==> src/hw/rtl/tps_pkg.sv <==
// ----------------------------------------------------------------------------
// tps_pkg
// Shared types, constants and divisor tables for the tone prescale select
// block.
// ----------------------------------------------------------------------------
`default_nettype none

package tps_pkg;

  // Width of the doubled frequency, which is the divisor of the cell chain.
  localparam int unsigned DVSR_W = 15;
  localparam int unsigned CODE_W = 4;
  localparam int unsigned CMP_W  = 16;

  // Prescaler codes with a meaning of their own.
  localparam logic [CODE_W-1:0] CODE_STOP     = 4'd0;
  localparam logic [CODE_W-1:0] CODE_FIRST    = 4'd1;
  localparam logic [CODE_W-1:0] TABLE_SIZE_16 = 4'd6;
  localparam logic [CODE_W-1:0] TABLE_SIZE_8  = 4'd8;

  // Timer limits, as counts that still fit.
  localparam logic [31:0] LIMIT_16 = 32'd65536;
  localparam logic [31:0] LIMIT_8  = 32'd256;

  // Register map.
  localparam logic [1:0] ADDR_TIMER_KIND = 2'd0;

  // Control that travels along the divider chain with each transaction.
  typedef struct packed {
    logic valid;
    logic off;
    logic kind;
  } tps_ctl_t;

  // All divisors are powers of two, so a divisor is a right shift of the
  // half-period count of divisor one.
  function automatic logic [3:0] shift_16(input logic [CODE_W-1:0] code);
    logic [3:0] sh;
    unique case (code)
      4'd1:    sh = 4'd0;
      4'd2:    sh = 4'd3;
      4'd3:    sh = 4'd6;
      4'd4:    sh = 4'd8;
      4'd5:    sh = 4'd10;
      default: sh = 4'd10;
    endcase
    return sh;
  endfunction

  function automatic logic [3:0] shift_8(input logic [CODE_W-1:0] code);
    logic [3:0] sh;
    unique case (code)
      4'd1:    sh = 4'd0;
      4'd2:    sh = 4'd3;
      4'd3:    sh = 4'd5;
      4'd4:    sh = 4'd6;
      4'd5:    sh = 4'd7;
      4'd6:    sh = 4'd8;
      4'd7:    sh = 4'd10;
      default: sh = 4'd10;
    endcase
    return sh;
  endfunction

endpackage

`default_nettype wire

==> src/hw/rtl/tps_div_cell.sv <==
// ----------------------------------------------------------------------------
// tps_div_cell
// One cell of the restoring divider chain: brings in one bit of the constant
// clock rate, produces one quotient bit and hands everything on.
// ----------------------------------------------------------------------------
`default_nettype none

module tps_div_cell #(
  parameter int unsigned QW      = 24,
  parameter bit          DVD_BIT = 1'b0
) (
  input  wire                                clk,
  input  wire                                rst_n,
  input  tps_pkg::tps_ctl_t                  ctl_i,
  input  wire [tps_pkg::DVSR_W-1:0]          dvsr_i,
  input  wire [tps_pkg::DVSR_W-1:0]          rem_i,
  input  wire [QW-1:0]                       quo_i,
  output tps_pkg::tps_ctl_t                  ctl_o,
  output logic [tps_pkg::DVSR_W-1:0]         dvsr_o,
  output logic [tps_pkg::DVSR_W-1:0]         rem_o,
  output logic [QW-1:0]                      quo_o
);

  tps_pkg::tps_ctl_t                 ctl_r;
  logic [tps_pkg::DVSR_W-1:0]        dvsr_r;
  logic [tps_pkg::DVSR_W-1:0]        rem_r, rem_nxt;
  logic [QW-1:0]                     quo_r, quo_nxt;
  logic [tps_pkg::DVSR_W:0]          trial;
  logic [tps_pkg::DVSR_W:0]          diff;

  // Shift in the next dividend bit and subtract where the divisor fits.
  always_comb begin
    trial = {rem_i, DVD_BIT};
    diff  = trial - {1'b0, dvsr_i};
    if (trial >= {1'b0, dvsr_i}) begin
      rem_nxt = diff[tps_pkg::DVSR_W-1:0];
      quo_nxt = {quo_i[QW-2:0], 1'b1};
    end else begin
      rem_nxt = trial[tps_pkg::DVSR_W-1:0];
      quo_nxt = {quo_i[QW-2:0], 1'b0};
    end
  end

  // Only the valid flag needs a reset; the data simply follows it.
  always_ff @(posedge clk) begin
    if (!rst_n) begin
      ctl_r.valid <= 1'b0;
    end else begin
      ctl_r.valid <= ctl_i.valid;
    end
    ctl_r.off  <= ctl_i.off;
    ctl_r.kind <= ctl_i.kind;
    dvsr_r     <= dvsr_i;
    rem_r      <= rem_nxt;
    quo_r      <= quo_nxt;
  end

  assign ctl_o  = ctl_r;
  assign dvsr_o = dvsr_r;
  assign rem_o  = rem_r;
  assign quo_o  = quo_r;

endmodule

`default_nettype wire

==> src/hw/rtl/tps_select.sv <==
// ----------------------------------------------------------------------------
// tps_select
// Picks the smallest prescaler whose count fits the timer, or the stop code
// for an off request, and registers the result transaction.
// ----------------------------------------------------------------------------
`default_nettype none

module tps_select #(
  parameter int unsigned QW = 24
) (
  input  wire                                clk,
  input  wire                                rst_n,
  input  tps_pkg::tps_ctl_t                  ctl_i,
  input  wire [QW-1:0]                       quo_i,
  output logic                               strobe_o,
  output logic [tps_pkg::CODE_W-1:0]         code_o,
  output logic [tps_pkg::CMP_W-1:0]          cmp_o,
  output logic                               too_low_o
);

  logic                          strobe_r;
  logic [tps_pkg::CODE_W-1:0]    code_r, code_nxt;
  logic [tps_pkg::CMP_W-1:0]     cmp_r, cmp_nxt;
  logic                          too_low_r, too_low_nxt;
  logic [tps_pkg::CODE_W-1:0]    n_codes;
  logic [31:0]                   limit;
  logic [31:0]                   base;
  logic [31:0]                   cnt;
  logic [31:0]                   cnt_sel;
  logic [31:0]                   cnt_m1;
  logic [3:0]                    sh;
  logic                          found;

  // Scan the codes from the top down so that the smallest fitting one wins.
  always_comb begin
    n_codes  = ctl_i.kind ? tps_pkg::TABLE_SIZE_8 : tps_pkg::TABLE_SIZE_16;
    limit    = ctl_i.kind ? tps_pkg::LIMIT_8 : tps_pkg::LIMIT_16;
    base     = 32'(quo_i);
    code_nxt = n_codes;
    sh       = ctl_i.kind ? tps_pkg::shift_8(4'd7) : tps_pkg::shift_16(4'd5);
    cnt_sel  = base >> sh;
    found    = 1'b0;
    for (int c = 7; c >= 1; c--) begin
      sh  = ctl_i.kind ? tps_pkg::shift_8(4'(c)) : tps_pkg::shift_16(4'(c));
      cnt = base >> sh;
      if ((4'(c) < n_codes) && (cnt <= limit)) begin
        code_nxt = 4'(c);
        cnt_sel  = cnt;
        found    = 1'b1;
      end
    end
    if (ctl_i.off) begin
      code_nxt = tps_pkg::CODE_STOP;
      cnt_sel  = 32'd0;
    end
    too_low_nxt = !ctl_i.off && !found;
    cnt_m1      = cnt_sel - 32'd1;
    cmp_nxt     = ctl_i.kind ? {8'h00, cnt_m1[7:0]} : cnt_m1[15:0];
  end

  always_ff @(posedge clk) begin
    if (!rst_n) begin
      strobe_r <= 1'b0;
    end else begin
      strobe_r <= ctl_i.valid;
    end
  end

  always_ff @(posedge clk) begin
    code_r    <= code_nxt;
    cmp_r     <= cmp_nxt;
    too_low_r <= too_low_nxt;
  end

  assign strobe_o  = strobe_r;
  assign code_o    = code_r;
  assign cmp_o     = cmp_r;
  assign too_low_o = too_low_r;

endmodule

`default_nettype wire

==> src/hw/rtl/tone_prescale_select.sv <==
// ----------------------------------------------------------------------------
// tone_prescale_select
// Works out the prescaler code and compare value that make a compare-match
// timer toggle a pin at a requested tone frequency.
// ----------------------------------------------------------------------------
// Usage: drive in_tone_freq and raise start for one cycle; the transaction is
// taken at that edge, as busy is always low. A new frequency may be offered
// in every cycle. The half-period count for divisor one, CLOCK_HZ over twice
// the frequency, comes out of a row of restoring divider cells, one cell per
// quotient bit; every other divisor is a power of two and so a shift of that
// count. A final stage picks the smallest prescaler that fits and registers
// the result.
// A request passes the divider cells and then the select register to reach
// out_strobe. QW, the quotient width, is the bit width of CLOCK_HZ.
// The block takes one transaction per cycle, set by the divider chain.
// The result stands on the out_ ports for the single cycle in which
// out_strobe is high; the receiver cannot stall it. Reset clears timer_kind to
// the 16-bit table and drops every transaction in flight. The user must write
// timer_kind over the APB port only while idle; the block does not enforce it.
// ----------------------------------------------------------------------------
`default_nettype none

module tone_prescale_select #(
  parameter int unsigned CLOCK_HZ = 16000000
) (
  input  wire                                clk,
  input  wire                                rst_n,
  // Input channel
  input  wire                                start,
  output logic                               busy,
  input  wire signed [14:0]                  in_tone_freq,
  // Result channel
  output logic                               out_strobe,
  output logic [3:0]                         out_prescale_code,
  output logic [15:0]                        out_compare_value,
  output logic                               out_too_low,
  // Configuration port
  input  wire                                psel,
  input  wire                                penable,
  input  wire                                pwrite,
  input  wire [1:0]                          paddr,
  input  wire [31:0]                         pwdata,
  output logic [31:0]                        prdata,
  output logic                               pready
);

  localparam int unsigned QW = $clog2(CLOCK_HZ + 1);
  localparam logic [QW-1:0] DVD = QW'(CLOCK_HZ);

  logic                        timer_kind_r, timer_kind_nxt;
  tps_pkg::tps_ctl_t           ctl   [0:QW];
  logic [tps_pkg::DVSR_W-1:0]  dvsr  [0:QW];
  logic [tps_pkg::DVSR_W-1:0]  rem   [0:QW];
  logic [QW-1:0]               quo   [0:QW];

  // Configuration register.
  always_comb begin
    timer_kind_nxt = timer_kind_r;
    if (psel && penable && pwrite && (paddr == tps_pkg::ADDR_TIMER_KIND)) begin
      timer_kind_nxt = pwdata[0];
    end
  end

  always_ff @(posedge clk) begin
    if (!rst_n) begin
      timer_kind_r <= 1'b0;
    end else begin
      timer_kind_r <= timer_kind_nxt;
    end
  end

  assign pready = 1'b1;
  assign prdata = (paddr == tps_pkg::ADDR_TIMER_KIND) ? {31'd0, timer_kind_r} : 32'd0;
  assign busy   = 1'b0;

  // Head of the chain: an off request still flows through, with divisor one.
  always_comb begin
    ctl[0].valid = start;
    ctl[0].off   = in_tone_freq[14] || (in_tone_freq == 15'sd0);
    ctl[0].kind  = timer_kind_r;
    dvsr[0]      = ctl[0].off ? 15'd1 : {in_tone_freq[13:0], 1'b0};
    rem[0]       = '0;
    quo[0]       = '0;
  end

  // Divider cells, most significant dividend bit first.
  for (genvar i = 0; i < QW; i++) begin : g_cell
    tps_div_cell #(
      .QW      (QW),
      .DVD_BIT (DVD[QW-1-i])
    ) u_cell (
      .clk    (clk),
      .rst_n  (rst_n),
      .ctl_i  (ctl[i]),
      .dvsr_i (dvsr[i]),
      .rem_i  (rem[i]),
      .quo_i  (quo[i]),
      .ctl_o  (ctl[i+1]),
      .dvsr_o (dvsr[i+1]),
      .rem_o  (rem[i+1]),
      .quo_o  (quo[i+1])
    );
  end

  // Prescaler choice and output register.
  tps_select #(
    .QW (QW)
  ) u_select (
    .clk       (clk),
    .rst_n     (rst_n),
    .ctl_i     (ctl[QW]),
    .quo_i     (quo[QW]),
    .strobe_o  (out_strobe),
    .code_o    (out_prescale_code),
    .cmp_o     (out_compare_value),
    .too_low_o (out_too_low)
  );

endmodule

`default_nettype wire
==> config.mk <==
export PLATFORM = sky130hd
export DESIGN_NAME = tone_prescale_select
export DESIGN_NICKNAME = d
export VERILOG_FILES = /design/src/hw/rtl/tps_pkg.sv /design/src/hw/rtl/tps_div_cell.sv /design/src/hw/rtl/tps_select.sv /design/src/hw/rtl/tone_prescale_select.sv
export SDC_FILE = /design/constraint.sdc
export NUM_CORES = 2
export LEC_CHECK = 0
export BUFFER_PORTS_ARGS = -buffer_cell sky130_fd_sc_hd__buf_2
export CAP_MARGIN = 20
export CORE_ASPECT_RATIO = 2
export CORE_MARGIN = 2
export CORE_UTILIZATION = 55
export CTS_CLUSTER_DIAMETER = 50
export DETAILED_ROUTE_END_ITERATION = 7
export PLACE_DENSITY = 0.73
export SLEW_MARGIN = 20
export SYNTH_ARGS = -nofsm -noshare
export SYNTH_HDL_FRONTEND = slang
export SYNTH_SLANG_ARGS = --single-unit
==> constraint.sdc <==
create_clock -name clk -period 9.1 [get_ports clk]
set_input_delay 0.455 -clock clk [delete_from_list [all_inputs] [get_ports clk]]
set_output_delay 0.455 -clock clk [all_outputs]
set_load 0.01 [all_outputs]
==> run_summary.xml <==
<?xml version="1.0" encoding="UTF-8"?>
<metrics>
  <group name="synthesis">
    <metric name="synth.largest_area_cell" unit="">sky130_fd_sc_hd__dfxtp_1</metric>
    <metric name="yosys-top-cells-count" unit="">1062 x sky130_fd_sc_hd__dfxtp_1, 572 x sky130_fd_sc_hd__inv_1, 351 x sky130_fd_sc_hd__ha_1</metric>
    <metric name="netlist_area" unit="µm²">42510</metric>
    <metric name="synth-edff-count" unit="">0</metric>
    <metric name="netlist_top_cells_area" unit="">sky130_fd_sc_hd__dfxtp_1 50%, sky130_fd_sc_hd__ha_1 10%, sky130_fd_sc_hd__inv_1 5.1%</metric>
    <metric name="syn-instance-count" unit="">4333</metric>
    <metric name="post-synth-top-count-cell" unit="">sky130_fd_sc_hd__dfxtp_1</metric>
    <metric name="seq_area_frac_synth" unit="">0.5002</metric>
    <metric name="library_cells_used_by_synthesis" unit="">88</metric>
    <metric name="synthFlopType" unit="">sky130_fd_sc_hd__dfxtp_1</metric>
    <metric name="synth_top_area_frac" unit="">0.5002</metric>
    <metric name="number_of_warnings_printed_during_yosys_synthesis" unit="">0</metric>
    <metric name="ys_ff_latch" unit="">1062</metric>
    <metric name="async_flop_share" unit="">0</metric>
    <metric name="synth.avg_cell_area" unit="µm²">9.810</metric>
  </group>
  <group name="timing">
    <metric name="achievable-frequency" unit="MHz">181.8</metric>
    <metric name="post-route-period-util" unit="">0.6044</metric>
    <metric name="timing_max_transition_violations_final" unit="">0</metric>
    <metric name="slew_headroom" unit="">0.3009</metric>
    <metric name="final_hold_fails" unit="">0</metric>
    <metric name="setup_tns" unit="ns">0</metric>
    <metric name="worst_hold_slack" unit="ns">0.04574</metric>
    <metric name="finalClockSkew" unit="ns">0.02469</metric>
    <metric name="final.min_clock_period" unit="ns">5.500</metric>
    <metric name="tightestPinTransition" unit="ns">1.039</metric>
    <metric name="rsz0062_at_grt" unit="">false</metric>
    <metric name="finalSetupViolations" unit="">0</metric>
  </group>
  <group name="grt">
    <metric name="grt_start_max_net_pins" unit="">63</metric>
    <metric name="grt_overflow_total" unit="">0</metric>
    <metric name="first_global_vias" unit="">31273</metric>
    <metric name="grt_antenna_before_repair" unit="">1</metric>
    <metric name="grt_pass1_wl" unit="mm">152.5</metric>
    <metric name="global_route.usage.total" unit="">0.2441</metric>
  </group>
  <group name="detailed_routing">
    <metric name="drt_first_iter_violations" unit="">1085</metric>
    <metric name="detail_route.wl_per_cell" unit="µm">17.77</metric>
    <metric name="drc" unit="">0</metric>
    <metric name="drt_first_pass_iters" unit="">7</metric>
    <metric name="detail-route-antenna-nets" unit="">0</metric>
    <metric name="vias" unit="">30140</metric>
    <metric name="drt_via_density" unit="">5.482</metric>
    <metric name="finalWirelength" unit="mm">97.71</metric>
  </group>
  <group name="clocking">
    <metric name="tritoncts_num_sinks" unit="">1062</metric>
    <metric name="cts_resized" unit="">0</metric>
    <metric name="cts-buffers-inserted" unit="">88</metric>
    <metric name="cts_setup_buffers" unit="">0</metric>
    <metric name="tritoncts" unit="">yes</metric>
    <metric name="htree_num_levels" unit="">3</metric>
    <metric name="clock_tree.buffer_depth" unit="">3</metric>
    <metric name="clockRootBuffer" unit="">sky130_fd_sc_hd__clkbuf_16</metric>
    <metric name="clk_transition_reported_paths" unit="ns">0.07</metric>
    <metric name="insertion_delay" unit="ns">0.69</metric>
  </group>
  <group name="final_layout">
    <metric name="post_route_cells_drive_above_1_share" unit="">0.07398</metric>
    <metric name="finish.net_count" unit="">4833</metric>
    <metric name="n_fill_cell" unit="">6432</metric>
    <metric name="area_growth" unit="%">9.802</metric>
  </group>
  <group name="pwr">
    <metric name="power-per-cell-area" unit="nW/µm²">382.7</metric>
    <metric name="cellLeakagePower" unit="µW">0.02025</metric>
    <metric name="vdd_ir_drop_max" unit="mV">0.2959</metric>
  </group>
  <group name="worst_setup_path">
    <metric name="crit_fanout" unit="">62</metric>
    <metric name="end_kind" unit="">flip-flop</metric>
    <metric name="timing.critical_path.slowest_stage_cell" unit="">sky130_fd_sc_hd__o221ai_1</metric>
    <metric name="worst_path_largest_cell_delay" unit="ns">0.71</metric>
    <metric name="critPathRequiredTime" unit="ns">9.65</metric>
    <metric name="critical_path_class" unit="">flip-flop to flip-flop</metric>
    <metric name="cp.buffers_inverters" unit="">2</metric>
    <metric name="worst_setup_path_start_kind" unit="">flip-flop</metric>
    <metric name="critical_path_arrival" unit="ns">6.05</metric>
    <metric name="worst_path_dominant_cell_family" unit="">compound AO/OA/AOI/OAI gates</metric>
    <metric name="cp_cell_sequence" unit="">buf_4, inv_1, ha_1, or4bb_1, nor4_4, o221ai_1, nand2_1, a21oi_1, a211oi_1, a311oi_1, nor4bb_1, and4_4, nand3_1, mux2_1</metric>
  </group>
  <group name="hold_path">
    <metric name="worst_hold_path_type" unit="">primary input to flip-flop</metric>
  </group>
  <group name="die">
    <metric name="dieHeight" unit="µm">397.2</metric>
    <metric name="die_width" unit="µm">200.6</metric>
    <metric name="die_area" unit="µm²">79660</metric>
    <metric name="ios" unit="">111</metric>
    <metric name="floorplan.initialDensity" unit="">0.5538</metric>
    <metric name="placeableCoreArea" unit="µm²">76750</metric>
    <metric name="std_cell_rows" unit="">144</metric>
  </group>
  <group name="outcome">
    <metric name="result_of_the_run" unit="">complete, no violations</metric>
  </group>
  <group name="flow_run">
    <metric name="max_cap_violations" unit="">0</metric>
  </group>
  <group name="placement">
    <metric name="io_buffer_count" unit="">46</metric>
    <metric name="place.gp.congestion" unit="">0.9622</metric>
    <metric name="detailedPlacementHpwl" unit="mm">76.37</metric>
  </group>
</metrics>
## what timing repair did
| item | in CTS | in global routing |
|---|---|---|
| setup endpoints to repair | 0 | 0 |
| hold buffers | 8 | 0 |
| endpoints found under the hold margin | 8 | 0 |
## power by group
part           switching, µW  internal, µW  total [µW]
Clock                   1720          2120        3840
Sequential               784          6040        6820
Combinational           4110          3080        7200
Total                   6620         11200       17900
## stage by stage
| stage | instances | total power [µW] | setup WS [ns] | instance area [µm²] | utilization |
|---|---|---|---|---|---|
| 2_1_floorplan | 4370 | 12080 | 4.741 | 42640 | - |
| 3_3_place_gp | 5329 | 13840 | 3.740 | 43620 | 0.5683 |
| 3_5_place_dp | 5329 | 14050 | 3.768 | 43620 | 0.5683 |
| 4_1_cts | 5496 | 17940 | 3.749 | 46670 | 0.6080 |
| 5_1_grt | 5497 | 19080 | 3.362 | 46670 | 0.6080 |
| 6_report | 5498 | 17860 | 3.600 | 46670 | 0.6081 |
## cell families after synthesis
| logic type | count (synthesis) | synth area share |
|---|---|---|
| other | 2 | 0.0001767 |
| buffers and inverters | 700 | 0.06635 |
| muxes | 84 | 0.02187 |
| DFF | 1062 | 0.5002 |
| and+or+nand+nor | 1034 | 0.1247 |
| xor gates and xnor gates | 165 | 0.03400 |
| AOI/OAI and AO/OA | 913 | 0.1391 |
| adders and majority gates | 373 | 0.1137 |
## final timing paths
kind	cells past startpoint	start	slack (ns)	endpoint
worst max-delay path	14	g_cell[23].u_cell.ctl_o[0]	3.60	u_select.cmp_o[15]
worst min-delay path	3	in_tone_freq[1]	0.05	g_cell[0].u_cell.dvsr_o[2]
worst max register to register	14	g_cell[23].u_cell.ctl_o[0]	3.60	u_select.cmp_o[15]
worst min register to register	0	g_cell[22].u_cell.quo_o[16]	0.32	g_cell[23].u_cell.quo_o[17]
## registers in the layout, indices dropped and copies added (netlist names)
register and count:
u_select.cmp_o 16, timer_kind_r 1, g_cell.u_cell.rem_o 345, g_cell.u_cell.dvsr_o 345, g_cell.u_cell.quo_o 300, g_cell.u_cell.ctl_o 49, u_select.strobe_o 1, u_select.too_low_o 1
u_select.code_o 4
## cells in the final DEF, fill, tap and decap left out, types with 20 or more instances in the layout
master / Yosys / layout
sky130_fd_sc_hd__nor4_1: 25 / 25
sky130_fd_sc_hd__nor3_1: 77 / 77
sky130_fd_sc_hd__o2111ai_1: 24 / 24
sky130_fd_sc_hd__o31ai_1: 99 / 99
sky130_fd_sc_hd__nand2b_1: 63 / 63
sky130_fd_sc_hd__inv_1: 572 / 572
sky130_fd_sc_hd__nor2_1: 179 / 179
sky130_fd_sc_hd__o21ai_0: 323 / 323
sky130_fd_sc_hd__a31oi_1: 28 / 28
sky130_fd_sc_hd__and2_1: 61 / 61
sky130_fd_sc_hd__nand2_1: 323 / 323
sky130_fd_sc_hd__or2_2: 24 / 24
sky130_fd_sc_hd__clkbuf_16: 0 / 88
sky130_fd_sc_hd__a211oi_1: 20 / 20
sky130_fd_sc_hd__xnor2_1: 79 / 79
sky130_fd_sc_hd__mux2i_1: 22 / 22
sky130_fd_sc_hd__clkbuf_8: 0 / 20
sky130_fd_sc_hd__xor2_1: 86 / 86
sky130_fd_sc_hd__buf_2: 13 / 46
sky130_fd_sc_hd__a21oi_1: 137 / 137
sky130_fd_sc_hd__o31a_1: 32 / 32
sky130_fd_sc_hd__nor2b_1: 72 / 72
sky130_fd_sc_hd__nand4_1: 74 / 74
sky130_fd_sc_hd__o211ai_1: 24 / 24
sky130_fd_sc_hd__mux2_2: 60 / 60
sky130_fd_sc_hd__a21boi_0: 41 / 41
sky130_fd_sc_hd__and3_1: 41 / 41
sky130_fd_sc_hd__a21o_1: 35 / 35
sky130_fd_sc_hd__or3_1: 23 / 23
sky130_fd_sc_hd__ha_1: 351 / 351
sky130_fd_sc_hd__a311oi_1: 20 / 20
sky130_fd_sc_hd__o21a_1: 45 / 45
sky130_fd_sc_hd__fa_1: 22 / 22
sky130_fd_sc_hd__dfxtp_1: 1062 / 1061
sky130_fd_sc_hd__conb_1: 2 / 39
## layer usage
metal,global-route usage,routed length (µm),vias up
met4,0.2114,9196,0
met1,0.1665,27330,14283
met5,0,0,-
li1,-,-,14774
met3,0.03604,2765,423
met2,0.5337,58420,660
## final cells by class
class | count | area (µm²) | share of cell area
sequential | 1062 | 21260 | 0.4556
clock buffer | 123 | 2534 | 0.05429
antenna | 2 | 5.005 | 0.0001072
timing repair buffer | 71 | 437.9 | 0.009383
inverter | 574 | 2155 | 0.04616
multi-input combinational | 2608 | 18560 | 0.3978
clock inverter | 36 | 436.7 | 0.009356
tap | 1022 | 1279 | 0.02740
## worst min-delay path, delay by kind of cell
family	cells	cell delay, ns
and+or+nand+nor	1	0.09
buffers and inverters	2	0.15
Note: power is estimated with default switching activity, not from simulation.
